$ cat config.mk
export PLATFORM = sky130hd
export DESIGN_NAME = fpa_queue
export DESIGN_NICKNAME = d
export VERILOG_FILES = /design/src/rtl/fpa_pkg.sv /design/src/rtl/fpa_queue.sv
export SDC_FILE = /design/constraint.sdc
export NUM_CORES = 1
export LEC_CHECK = 0
export BUFFER_PORTS_ARGS = -buffer_cell sky130_fd_sc_hd__buf_2
export CORE_MARGIN = 5
export CORE_UTILIZATION = 30
export CTS_BUF_LIST = sky130_fd_sc_hd__clkbuf_8
export DETAILED_ROUTE_END_ITERATION = 7
export PLACE_DENSITY = 0.54
export SLEW_MARGIN = 20
export SYNTH_ARGS = -nofsm -noshare
export SYNTH_HDL_FRONTEND = slang
export SYNTH_SLANG_ARGS = --single-unit
$ cat constraint.sdc
create_clock -name clock -period 8.94 [get_ports clock]
set_input_delay 1.341 -clock clock [delete_from_list [all_inputs] [get_ports clock]]
set_output_delay 1.341 -clock clock [all_outputs]
set_load 0.005 [all_outputs]
$ cat src/rtl/fpa_pkg.sv
// Shared types, constants and helpers for the fixed-point ALU.
// Used by fpa_front, fpa_queue, fpa_back and fixed_point_alu; no dependencies.
package fpa_pkg;

   localparam int FRACTION_BITS = 8;
   localparam int WORD_WIDTH    = 32;
   localparam int FIELD_W       = 32;
   localparam int EW            = (WORD_WIDTH > FIELD_W) ? FIELD_W : WORD_WIDTH;
   localparam int PW            = 2 * EW;
   localparam int QW            = EW + FRACTION_BITS + 1;
   localparam int SAT_W         = (PW > QW) ? PW : QW;
   localparam int QUEUE_DEPTH   = 4;
   localparam int QPTR_W        = $clog2(QUEUE_DEPTH);

   localparam logic [EW-1:0]    WORD_MAX = {1'b0, {(EW-1){1'b1}}};
   localparam logic [EW-1:0]    WORD_MIN = {1'b1, {(EW-1){1'b0}}};
   localparam logic [SAT_W-1:0] MAG_LIM  = SAT_W'(1) << (EW - 1);

   typedef enum logic [3:0] {
      MODE_ADD  = 4'd0,
      MODE_SUB  = 4'd1,
      MODE_MUL  = 4'd2,
      MODE_DIV  = 4'd3,
      MODE_MIN  = 4'd4,
      MODE_MAX  = 4'd5,
      MODE_INC  = 4'd6,
      MODE_DEC  = 4'd7,
      MODE_FROM = 4'd8,
      MODE_TO   = 4'd9,
      MODE_CMP  = 4'd10
   } fpa_mode_type;

   typedef enum logic [1:0] {
      KIND_DONE = 2'd0,
      KIND_MUL  = 2'd1,
      KIND_DIV  = 2'd2
   } fpa_kind_type;

   typedef struct packed {
      fpa_kind_type         kind;
      logic [EW-1:0]        result;
      logic                 ovf;
      logic                 dbz;
      logic                 less;
      logic                 greater;
      logic                 equal;
      logic signed [EW-1:0] a;
      logic signed [EW-1:0] b;
   } fpa_item_type;

   typedef struct packed {
      logic [EW-1:0] value;
      logic          ovf;
   } fpa_sat_type;

   function automatic fpa_sat_type fpa_saturate(input logic [SAT_W-1:0] mag, input logic neg);
      fpa_sat_type      s;
      logic [SAT_W-1:0] lim;
      lim = neg ? MAG_LIM : MAG_LIM - SAT_W'(1);
      if (mag > lim) begin
         s.ovf   = 1'b1;
         s.value = neg ? WORD_MIN : WORD_MAX;
      end else begin
         s.ovf   = 1'b0;
         s.value = neg ? -mag[EW-1:0] : mag[EW-1:0];
      end
      return s;
   endfunction

endpackage

$ cat src/rtl/fpa_queue.sv
// Short FIFO of decoded transactions between the front end and the back end.
// Depends on fpa_pkg.
module fpa_queue import fpa_pkg::*; (
   input  logic         clock,
   input  logic         reset,
   input  logic         push,
   input  fpa_item_type push_item,
   input  logic         pop,
   output fpa_item_type pop_item,
   output logic         full,
   output logic         empty
);

   fpa_item_type      mem_ff [QUEUE_DEPTH];
   logic [QPTR_W-1:0] wr_ff, rd_ff;
   logic [QPTR_W:0]   count_ff;
   logic              do_pop;

   assign full     = count_ff == (QPTR_W+1)'(QUEUE_DEPTH);
   assign empty    = count_ff == '0;
   assign do_pop   = pop & ~empty;
   assign pop_item = mem_ff[rd_ff];

   always_ff @(posedge clock) begin
      if (reset) begin
         wr_ff    <= '0;
         rd_ff    <= '0;
         count_ff <= '0;
      end else begin
         if (push) begin
            wr_ff <= wr_ff + QPTR_W'(1);
         end
         if (do_pop) begin
            rd_ff <= rd_ff + QPTR_W'(1);
         end
         count_ff <= count_ff + (QPTR_W+1)'(push) - (QPTR_W+1)'(do_pop);
      end
      if (push) begin
         mem_ff[wr_ff] <= push_item;
      end
   end

endmodule

Word-level counts from Yosys, hierarchy flattened
Memories as Yosys holds them, arrays and structs flattened. A register that Yosys moved wholly into a read port is not among the register bits.
Cells that the tools add are included.
- memories kept: 1
- register bits after elaboration: 7
- logic and storage cells: 16
- output and inout port bits: 105
- RAM bits: 412
- bits of input ports: 107
- muxes and demuxes: 4
- equality and inequality tests: 1
- bitwise operators: 2
- $add $sub $neg: 4
- reductions and logical operators: 1
- memory list (memory ; depth ; bits a word ; rd ports ; clocked after Yosys merged registers in ; write ports ; line ; text):
    mem_ff ; 4 ; 103 ; 1 ; 1 ; 1 ; fpa_queue.sv:14 ; fpa_item_type mem_ff [QUEUE_DEPTH];
- operator list (operator ; number):
    adder 2 x 1 -> 2 bit, second input constant ; 2
    2-to-1 mux 2 bit ; 2
    adder 3 x 1 -> 3 bit ; 1
    equality test 3 bit, second input constant ; 1
    logical NOT 3 bit ; 1
    subtractor 3 x 1 -> 3 bit ; 1
    2-to-1 mux 1 bit ; 2
    bitwise AND 1 bit ; 1
    NOT 1 bit ; 1

Depth between registers and ports, before layout
- word-level depth: 5
- gate-level depth with buffers: 8
- mapped depth without buffers: 8

Least setup slack after synthesis
OpenSTA, ideal clock, no wires.
- path type: input port to flip-flop
- start: input port push
- end: memory mem_ff[0][0] in the netlist's numbering (enable)
- arrival: 3.717 ns
- cell stages on the path: 1
- setup slack: 4.750 ns
- path buffers: 0
- setup time: 0.473 ns
- data required time: 8.467 ns
- path through: and2_1
- word-level cells in the longest chain between the ends: 2
- ends and longest elaborated chain (element ; line ; text):
    from (decl) ; fpa_queue.sv:6 ; input logic push,
    2-to-1 mux 1 bit ; fpa_queue.sv:38 ; if (push) begin
    2-to-1 mux 1 bit (not written as such) ; fpa_queue.sv:39 ; mem_ff[wr_ff] <= push_item;
    to (decl) ; fpa_queue.sv:14 ;
Every way passes these cells.

==> summary.md <==
| Metric | Value |
|---|---|
| Number of unique standard cell types used by synthesis | `23` |
| Final min period | `4350 ps` |
| Wire per inst | `20.4 um` |
| Post-Place Cell Area | `17100 um^2` |
| Worst slew margin | `34.4%` |
| Critical Path Start Type | `flop` |
| Post-Syn Area | `15400 um^2` |
| Leakage | `0.00625 uW` |
| Via-per-instance ratio | `4.40` |
| Width of the die | `237 um` |
| Grt total ovfl | `0` |
| Final nets | `964` |
| FILL cells | `4746` |
| Non-filler cells, final | `1591` |
| Die H | `237 um` |
| Post-route ant nets | `0` |
| Worst VDD drop | `0.122 mV` |
| Post-CTS setup buffers | `0` |
| Max Fclk | `230 MHz` |
| Final instance area | `18700 um^2` |
| Max-slew violations | `0` |
| Initial antenna violation count | `6` |
| HP Class | `flop to flop` |
| Crit end category | `output port` |
| Actual slew at the worst max-slew pin | `984 ps` |
| Hold WS | `556 ps` |
| Mean post-synth cell area | `26.4 um^2` |
| Synth-to-Final Area Change | `21.2%` |
| 1st-iter DRT viols | `321` |
| Vias | `6994` |
| CTS buffer count | `72` |
| Post-cts resize count | `0` |
| CTS root buffer | `clkbuf_8` |
| Period utilization | `48.6%` |
| FFs w/ async S/R, synth | `0%` |
| Yosys warnings | `0` |
| WL final | `32.4 mm` |
| Routability Congestion | `0.675` |
| Number of global-route vias before repair | `7928` |
| CTS clk-pin slew, worst paths | `60 ps` |
| Final HPWL DP | `17.9 mm` |
| CP arrival | `3010 ps` |
| Share of cells above drive strength 1 | `47.7%` |
| Mapped Nets | `697` |
| Critical path peak fanout | `54` |
| PortBufs | `211` |
| Final Hold Vio Count | `0` |
| Post-synthesis sequential area ratio | `81.5%` |
| Status | `complete, no violations` |
| CTS sink cnt | `421` |
| Max_cap viols | `0` |
| Post-synth EDFFs | `412` |
| WP data required | `7600 ps` |
| Io pins | `212` |
| Pre-antenna DRT Iters | `6` |
| Mapped Cells | `583` |
| Largest net degree at the start of global routing | `69` |
| PwrDens | `262 nW/um^2` |
| DRC | `0` |
| Hold-fix buffers at CTS | `0` |
| Core ar. | `51100 um^2` |
| Top_reg_cell synth | `edfxtp_1` |
| Clock latency on the worst-skew pair | `620 ps` |
| Reg2reg setup slack | `6360 ps` |
| Setup Crit Path Kind | `flop to output port` |
| Setup TNS | `0 ps` |
| First-pass GRT wire length | `49.1 mm` |
| H-tree depth | `3` |
| Worst Skew | `12.8 ps` |
| Yosys reg bits | `421` |
| Starting Density | `30.2%` |
| RSZ-0062 raised after global routing | `no` |
| Final setup vio count | `0` |
| Die area | `56000 um^2` |
| Placed Instances | `1456` |
| Site Rows | `83` |
| GRT Total Usage | `11.6%` |
| CTS tree | `built` |
| Max clock buf depth | `3` |
## kinds of logic after synthesis
kind of cell | count (synthesis) | share of synthesized area (%)
DFF | 421 | 81.5
muxes | 107 | 15.3
buffers and inverters | 29 | 1.74
and+or+nand+nor | 15 | 0.512
adders and majority gates | 7 | 0.617
AOI/OAI and AO/OA | 2 | 0.114
xor gates and xnor gates | 2 | 0.203
## worst max-delay path, cell delays in order (launching register included)
cell,delay (ps)
dfxtp_4,940
buf_4,750
mux4_2,450
buf_2,150
## sequential cells by signal, indices dropped and copies added, names as in the netlist, named ones only
signal	count
count_ff	3
rd_ff	2
wr_ff	2
mem_ff	412
## layout by cell type (no fill, tap or decap), drive strengths merged
cell type  instances
edfxtp           412
mux2i              1
inv               17
ha                 6
and2               4
bufinv             8
xnor3              1
buf              217
nor2               6
clkinvlp           2
diode              3
clkbuf            80
o31a               1
mux4             103
fa                 1
clkinv            30
xnor2              1
dfxtp              9
nor3b              1
o311ai             1
nor2b              3
mux2               3
nor3               1
## path summary, 6_finish.rpt
kind	cells past startpoint	to	from
min reg2reg	2	wr_ff[1]	wr_ff[1]
min	2	wr_ff[1]	wr_ff[1]
max	3	pop_item[66]	flop
max reg2reg	3	mem_ff[1][83]	wr_ff[0]
## power by group
| group | total, uW | leakage [uW] | internal, uW | switching (uW) |
|---|---|---|---|---|
| Sequential | 2360 | 0.00386 | 2280 | 78.4 |
| Combinational | 720 | 0.00156 | 393 | 328 |
| Clock | 1820 | 0.000832 | 1060 | 768 |
| Total | 4900 | 0.00625 | 3730 | 1170 |
## Yosys cell counts, types with 3 or more instances
cell	count	area share, %
buf_1	3	0.073
buf_4	3	0.15
mux2_2	3	0.22
buf_12	8	1.0
ha_1	6	0.49
inv_1	5	0.12
edfxtp_1	412	80
buf_2	8	0.26
nor2_1	6	0.15
nor2b_1	3	0.12
mux4_2	103	15
and2_1	4	0.16
dfxtp_1	9	1.2
## per-stage QoR
stage	util [%]	worst slack [ps]	total power (uW)
floorplan	-	4750	2880
global placement	33.5	5150	3140
detailed placement	33.5	5150	3150
CTS	36.5	4430	5010
global route	36.5	4360	5150
finish	36.6	4590	4900
## per-layer routing
layer  share of wire [%]  vias up  routed length, um  global-route usage [%]
met2                  48      215              15600                    18.3
met3                 7.4       56               2390                    4.39
met1                  42     3650              13700                    14.6
met5                0.12        -                 39                       0
met4                 2.2        6                714                    4.74
li1                    -     3067                  -                       -
## layout make-up
type,instances,area [um^2],share of cell area [%]
Clock inverter,52,430,2.30
Inverter,5,18.8,0.100
Antenna cell,3,7.51,0.0402
Tap cell,680,851,4.56
Timing Repair Buffer,217,1110,5.96
Multi-Input combinational cell,133,2600,13.9
Clock buffer,80,1100,5.89
Sequential cell,421,12600,67.2
Note: power is estimated with default switching activity, not from simulation.
