==> src/rtl/fpa_pkg.sv <==
// Shared types, constants and helpers for the fixed-point ALU.
// Used by fpa_front, fpa_queue, fpa_back and fixed_point_alu; no dependencies.
package fpa_pkg;

   localparam int FRACTION_BITS = 8;
   localparam int WORD_WIDTH    = 32;
   localparam int FIELD_W       = 32;
   localparam int EW            = (WORD_WIDTH > FIELD_W) ? FIELD_W : WORD_WIDTH;
   localparam int PW            = 2 * EW;
   localparam int QW            = EW + FRACTION_BITS + 1;
   localparam int SAT_W         = (PW > QW) ? PW : QW;
   localparam int QUEUE_DEPTH   = 4;
   localparam int QPTR_W        = $clog2(QUEUE_DEPTH);

   localparam logic [EW-1:0]    WORD_MAX = {1'b0, {(EW-1){1'b1}}};
   localparam logic [EW-1:0]    WORD_MIN = {1'b1, {(EW-1){1'b0}}};
   localparam logic [SAT_W-1:0] MAG_LIM  = SAT_W'(1) << (EW - 1);

   typedef enum logic [3:0] {
      MODE_ADD  = 4'd0,
      MODE_SUB  = 4'd1,
      MODE_MUL  = 4'd2,
      MODE_DIV  = 4'd3,
      MODE_MIN  = 4'd4,
      MODE_MAX  = 4'd5,
      MODE_INC  = 4'd6,
      MODE_DEC  = 4'd7,
      MODE_FROM = 4'd8,
      MODE_TO   = 4'd9,
      MODE_CMP  = 4'd10
   } fpa_mode_type;

   typedef enum logic [1:0] {
      KIND_DONE = 2'd0,
      KIND_MUL  = 2'd1,
      KIND_DIV  = 2'd2
   } fpa_kind_type;

   typedef struct packed {
      fpa_kind_type         kind;
      logic [EW-1:0]        result;
      logic                 ovf;
      logic                 dbz;
      logic                 less;
      logic                 greater;
      logic                 equal;
      logic signed [EW-1:0] a;
      logic signed [EW-1:0] b;
   } fpa_item_type;

   typedef struct packed {
      logic [EW-1:0] value;
      logic          ovf;
   } fpa_sat_type;

   function automatic fpa_sat_type fpa_saturate(input logic [SAT_W-1:0] mag, input logic neg);
      fpa_sat_type      s;
      logic [SAT_W-1:0] lim;
      lim = neg ? MAG_LIM : MAG_LIM - SAT_W'(1);
      if (mag > lim) begin
         s.ovf   = 1'b1;
         s.value = neg ? WORD_MIN : WORD_MAX;
      end else begin
         s.ovf   = 1'b0;
         s.value = neg ? -mag[EW-1:0] : mag[EW-1:0];
      end
      return s;
   endfunction

endpackage

==> src/rtl/fpa_front.sv <==
// Front end: accepts a transaction, decodes the mode and finishes the simple operations.
// Depends on fpa_pkg; feeds fpa_queue.
module fpa_front import fpa_pkg::*; (
   input  logic                clock,
   input  logic                reset,
   input  logic                start,
   input  logic [3:0]          req_mode,
   input  logic [FIELD_W-1:0]  req_operand_a,
   input  logic [FIELD_W-1:0]  req_operand_b,
   input  logic                queue_full,
   output logic                busy,
   output logic                push,
   output fpa_item_type        push_item
);

   logic                 valid_ff, valid_in;
   fpa_item_type         item_ff, item_in;
   logic                 accept;
   logic signed [EW-1:0] a, b;
   logic signed [EW:0]   sum, addend;
   logic [EW-1:0]        mag_a;
   fpa_sat_type          sat;

   assign busy      = valid_ff & queue_full;
   assign accept    = start & ~busy;
   assign push      = valid_ff & ~queue_full;
   assign push_item = item_ff;
   assign a         = req_operand_a[EW-1:0];
   assign b         = req_operand_b[EW-1:0];
   assign mag_a     = a[EW-1] ? -a : a;

   always_comb begin
      case (fpa_mode_type'(req_mode))
         MODE_SUB: addend = -{b[EW-1], b};
         MODE_INC: addend = (EW+1)'(1);
         MODE_DEC: addend = -(EW+1)'(1);
         default:  addend = {b[EW-1], b};
      endcase
      sum = {a[EW-1], a} + addend;
      sat = fpa_saturate(SAT_W'(mag_a) << FRACTION_BITS, a[EW-1]);

      item_in         = '0;
      item_in.kind    = KIND_DONE;
      item_in.a       = a;
      item_in.b       = b;
      item_in.less    = a < b;
      item_in.greater = a > b;
      item_in.equal   = a == b;
      unique case (fpa_mode_type'(req_mode)) inside
         MODE_ADD, MODE_SUB, MODE_INC, MODE_DEC: begin
            item_in.ovf    = sum[EW] ^ sum[EW-1];
            item_in.result = item_in.ovf ? (sum[EW] ? WORD_MIN : WORD_MAX) : sum[EW-1:0];
         end
         MODE_MUL: item_in.kind = KIND_MUL;
         MODE_DIV: begin
            if (b == '0) begin
               item_in.dbz = 1'b1;
            end else begin
               item_in.kind = KIND_DIV;
            end
         end
         MODE_MIN: item_in.result = (a < b) ? a : b;
         MODE_MAX: item_in.result = (a < b) ? b : a;
         MODE_FROM: begin
            item_in.result = sat.value;
            item_in.ovf    = sat.ovf;
         end
         MODE_TO:  item_in.result = a >>> FRACTION_BITS;
         MODE_CMP: item_in.result = '0;
         default:  item_in.result = '0;
      endcase

      if (accept) begin
         valid_in = 1'b1;
      end else if (push) begin
         valid_in = 1'b0;
      end else begin
         valid_in = valid_ff;
      end
   end

   always_ff @(posedge clock) begin
      if (reset) begin
         valid_ff <= 1'b0;
      end else begin
         valid_ff <= valid_in;
      end
      if (accept) begin
         item_ff <= item_in;
      end
   end

endmodule

==> config.mk <==
export PLATFORM = sky130hd
export DESIGN_NAME = fpa_front
export DESIGN_NICKNAME = d
export VERILOG_FILES = /design/src/rtl/fpa_pkg.sv /design/src/rtl/fpa_front.sv
export SDC_FILE = /design/constraint.sdc
export NUM_CORES = 1
export LEC_CHECK = 0
export ABC_CLOCK_PERIOD_IN_PS = 16200
export BUFFER_PORTS_ARGS = -buffer_cell sky130_fd_sc_hd__buf_4
export CORE_MARGIN = 10
export CORE_UTILIZATION = 41
export CTS_CLUSTER_DIAMETER = 50
export DETAILED_ROUTE_END_ITERATION = 7
export GPL_TIMING_DRIVEN = 0
export PLACE_DENSITY = 0.65
export SLEW_MARGIN = 20
export SYNTH_ARGS = -nofsm -noshare
export SYNTH_HDL_FRONTEND = slang
export SYNTH_SLANG_ARGS = --single-unit
==> constraint.sdc <==
create_clock -name clock -period 16.2 [get_ports clock]
set_input_delay 3.24 -clock clock [delete_from_list [all_inputs] [get_ports clock]]
set_output_delay 3.24 -clock clock [all_outputs]
set_load 0.01 [all_outputs]
# After elaboration in Yosys (flattened, before gate mapping)

Index checks and enable logic that the tools add are counted.

Output and inout port bits: 105
Register bits: 104
Input bits: 72

Bitwise logic cells: 6
Order comparisons: 3
Eq/ne operators: 10
Add/subtract/negate cells: 4
Reductions and logical operators: 4
Muxes and demuxes: 17

Operators with widths:

| cell                 | number |
|---|---|
| $mux W32             | 8 |
| $pmux W32 S5         | 1 |
| $pmux W33 S3         | 1 |
| $neg A32 Y32         | 2 |
| $gt A40 B32 Y1       | 1 |
| $add A33 B33 Y33     | 1 |
| $mux W33             | 1 |
| $neg A33 Y33         | 1 |
| $eq A32 B32 Y1       | 1 |
| $gt A32 B32 Y1       | 1 |
| $logic_not A32 Y1    | 1 |
| $lt A32 B32 Y1       | 1 |
| $eq A4 B3 Y1 const B | 4 |
| $eq A4 B2 Y1 const B | 2 |
| $eq A4 B4 Y1 const B | 2 |
| $eq A4 B1 Y1 const B | 1 |
| $logic_not A4 Y1     | 1 |
| $pmux W2 S2          | 1 |
| $reduce_or A4 Y1     | 1 |
| $and A1 B1 Y1        | 3 |
| $mux W1              | 3 |
| $mux W2              | 1 |
| $not A1 Y1           | 2 |
| $pmux W1 S2          | 1 |
| other kinds (2)      | 2 |

# Depth between registers and ports, before layout

Depth after elaboration: 6
Depth in mapped cells: 22
Mapped depth without buffers: 21

# Least setup slack after synthesis

Ideal clock, no wire load.

Path type: in2reg
Start: input port queue_full
End: register item_ff, in the netlist push_item[0] (enable)
Arrival: 8.006 ns
Library setup time: 0.577 ns
Slack: 7.616 ns
Data required time: 15.623 ns
Stages on the path: 2
Buffers on the path: 0
Path through: and2_1 > nor2b_1

Word-level cells in the longest chain between the ends: 3

Ends and longest elaborated chain:

| element              | line            | source |
|---|---|---|
| start, declared      | fpa_front.sv:10 | `input logic queue_full,` |
| $and A1 B1 Y1        | fpa_front.sv:24 | `assign busy = valid_ff & queue_full;` |
| $not A1 Y1           | fpa_front.sv:25 | `assign accept = start & ~busy;` |
| $and A1 B1 Y1        | fpa_front.sv:25 |  |
| via accept           | fpa_front.sv:18 | `logic accept;` |
| end signal, assigned | fpa_front.sv:89 | `item_ff <= item_in;` |
| end, declared        | fpa_front.sv:17 | `fpa_item_type item_ff, item_in;` |

The timed path passes the listed nets, and every way through them passes these cells.
A chain may end at the register's enable or synchronous reset.

==> impl_metrics.env <==
export IMPL_leakage_nw=4.95
export IMPL_htreeDepth=3
export IMPL_floorplan_initialDensity_pct=41.8
export IMPL_antenna_left=0
export IMPL_hold_path_class="flip-flop to flip-flop"
export IMPL_cp_start_kind="input port"
export IMPL_first_pass_iters=8
export IMPL_layout_setup_ws_ns=6.63
export IMPL_n_fill_cell=2551
export IMPL_cts_made_buffers=9
export IMPL_clock_path_buffers=2
export IMPL_yosysWarnings=0
export IMPL_final_core_util_pct=49.9
export IMPL_port_buffers=175
export IMPL_finalCritPeriodShare_pct=59.1
export IMPL_crit_path_cell_trace="buf_4 > inv_1 > ha_1 > nor3b_1 > nand4_1 > nor4_1 > and2_1 > a21oi_1 > o22a_1 > ha_1 > clkbuf_1 > and3_1 > a311oi_1 > o211ai_1 > o311ai_0 > o21ai_1 > xnor2_1 > xnor2_1 > clkbuf_1 > o21ai_0 > o2111ai_1"
export IMPL_die_area_sq_mm=0.0336
export IMPL_io_pins=177
export IMPL_cts_tree="done"
export IMPL_grt_usage_pct=26.3
export IMPL_hold_viol_final=0
export IMPL_syn_inst=1340
export IMPL_cts_setup_buffers=0
export IMPL_cp_max_fo=10
export IMPL_ys_seq_area_share_pct=28.5
export IMPL_area_growth_pct=19.4
export IMPL_drtIter0Drc=1682
export IMPL_drive_gt1_share_pct=15.8
export IMPL_antenna_cells=0
export IMPL_fin_area_sq_mm=0.0130
export IMPL_die_x_um=183
export IMPL_hold_buffers=0
export IMPL_grt_pass1_wl_um=68600
export IMPL_period_minus_slack_ns=9.57
export IMPL_drc=3
export IMPL_crit_type="input port to flip-flop"
export IMPL_die_y_um=183
export IMPL_cts_resized=0
export IMPL_ys_ff_latch=104
export IMPL_drv_slew=0
export IMPL_grt_start_max_net_pins=29
export IMPL_wl_per_cell_um=24.4
export IMPL_gr_total_overflow=0
export IMPL_clock_latency_ns=0.38
export IMPL_setup_viol=0
export IMPL_drt_wl_total_um=45600
export IMPL_synth_area_per_cell_sq_um=8.15
export IMPL_vias_per_cell=6.45
export IMPL_final_cells=1869
export IMPL_worstPathArrival_ns=9.70
export IMPL_skew_ns=0.0140
export IMPL_pre_cts_ws_ns=6.45
export IMPL_violations="design-rule violations"
export IMPL_cp_data_required_time_ns=16.34
export IMPL_vias=12100
export IMPL_relSlewSlack_pct=22.6
export IMPL_maxCapViolCount=0
export IMPL_fin_tns_setup_ns=0
export IMPL_peakVddDrop_mv=0.0427
export IMPL_syn_area_sq_mm=0.0109
export IMPL_critPathCaptureType="flip-flop"
export IMPL_max_freq_mhz=105
export IMPL_synthFlopType="edfxtp_1"
export IMPL_status="complete, but fails checks"
export IMPL_place_congestion=0.995
export IMPL_async_flop_share_pct=0
export IMPL_core_area_sq_mm=0.0261
export IMPL_ys_types=89
export IMPL_syn_nets=1485
export IMPL_grt_pass1_vias=11300
export IMPL_hpwl_um=36000
export IMPL_fin_nets=1674
export IMPL_max_stage_delay_ns=0.72
export IMPL_synth_edf_count=103
export IMPL_cts_root_buffer="clkbuf_16"
export IMPL_rsz0062_at_grt="no"
export IMPL_rows=59
export IMPL_crit_slowest_cell="nor4_1"
export IMPL_worst_pin_slew_ns=1.16
export IMPL_placedInstanceArea_sq_mm=0.0127
export IMPL_numPlacedInstances=1853
export IMPL_cellPowerDensity_mw_per_mm2=73.6
export IMPL_clkSinkCount=104
export IMPL_antenna_found_initial=0
export IMPL_clk_pin_slew_worst_paths_ns=0.09
flip-flops by register name (all words and copies together) (netlist names):
| register | flops |
|---|---|
| valid_ff | 1 |
| push_item | 103 |
cell usage in the layout, fill, tap and decap left out, drive strengths merged, types with 15 or more instances in the layout:
cell,count
nor2,100
buf,200
a22oi,16
xor2,21
and2,15
edfxtp,103
ha,72
nor2b,16
clkbuf,74
nand4,32
inv,66
a21oi,107
nor3,57
nand2,101
xnor2,43
a31oi,31
or3,20
o21ai,105
nor4,20
o211ai,23
nand3,40
a22o,15
synth_stat cells (6+ instances only):
cell type / n / area [sq um]
buf_2: 11 / 55.1
o21ai_0: 100 / 500
nor4_1: 16 / 100
edfxtp_1: 103 / 3090
mux2i_1: 14 / 140
o31ai_1: 10 / 75.1
xnor2_1: 43 / 377
a22o_1: 15 / 131
and4_1: 6 / 52.6
a21boi_0: 8 / 60.1
a21o_1: 11 / 82.6
ha_1: 72 / 901
buf_1: 8 / 30.0
a221oi_1: 13 / 114
or4_1: 9 / 67.6
and2_1: 14 / 87.6
nor3_1: 54 / 270
o21bai_1: 10 / 75.1
nor4b_1: 10 / 87.6
nor2b_1: 16 / 100
nand4_1: 32 / 200
nand3_1: 40 / 200
a211o_1: 11 / 96.3
or2_2: 9 / 56.3
nand2_1: 101 / 379
or3_1: 20 / 125
o21a_1: 7 / 52.6
nand2b_1: 10 / 62.6
inv_1: 62 / 233
a22oi_1: 16 / 120
o2111ai_1: 11 / 96.3
clkbuf_1: 65 / 244
nor2_1: 100 / 375
o211ai_1: 22 / 165
xor2_1: 21 / 184
and3_1: 12 / 75.1
a31oi_1: 31 / 194
a211oi_1: 14 / 105
a21oi_1: 106 / 531
layer usage:
metal | vias up | part of all wire [%] | GRT usage [%]
met5 | - | 0 | 0
met4 | 0 | 3.2 | 8.49
met3 | 114 | 9.8 | 5.08
met2 | 725 | 46 | 42.6
met1 | 5689 | 41 | 34.5
li1 | 5527 | - | -
through the flow:
stage	power, mW	hold slack (ns)
6_report	0.959	0.685
5_1_grt	1.00	0.757
4_1_cts	0.955	0.692
3_5_place_dp	0.712	0.680
3_3_place_gp	0.708	0.591
2_1_floorplan	0.560	0.629
worst max-delay path, delay by kind of cell:
| family | cells | cell delay [ns] |
|---|---|---|
| xor+xnor | 2 | 0.83 |
| fa+ha+maj | 2 | 0.45 |
| compound gates | 8 | 2.25 |
| simple gates | 5 | 2.10 |
| buf+inv | 4 | 0.81 |
logic make-up after synthesis:
kind of cell             share of synthesized area, %
AND/OR/NAND/NOR                                  23.5
AO/OA/AOI/OAI                                    27.3
buffers and inverters                            5.49
flip-flops                                       28.5
adder cells (fa/ha/maj)                          8.43
XOR/XNOR                                         5.13
multiplexers                                     1.59
worst paths after layout:
kind / startpoint / endpoint / slack, ns / cells past startpoint
setup / recovery: req_operand_b[1] / push_item[89] / 6.63 / 21
hold / removal: valid_ff / valid_ff / 0.69 / 3
setup reg to reg: valid_ff / push_item[28] / 14.25 / 4
hold reg to reg: valid_ff / valid_ff / 0.69 / 3
report_power, final:
part / switching (mW) / total, mW / internal, mW / leakage [nW]
combinational: 0.239 / 0.381 / 0.141 / 3.78
clock: 0.121 / 0.245 / 0.124 / 0.154
sequential: 0.00610 / 0.334 / 0.328 / 1.02
area by class of cell:
| class | count | area, sq um | area share, % |
|---|---|---|---|
| clock buffers | 9 | 225 | 1.73 |
| plain buffers | 87 | 363 | 2.78 |
| repair buffers | 178 | 1370 | 10.5 |
| clock inverters | 7 | 83.8 | 0.643 |
| flip-flops and latches | 104 | 3110 | 23.9 |
| inverters | 63 | 236 | 1.81 |
| well taps | 335 | 419 | 3.22 |
| multi-input cells | 1086 | 7220 | 55.4 |
Power figures use the tool's default switching activity.
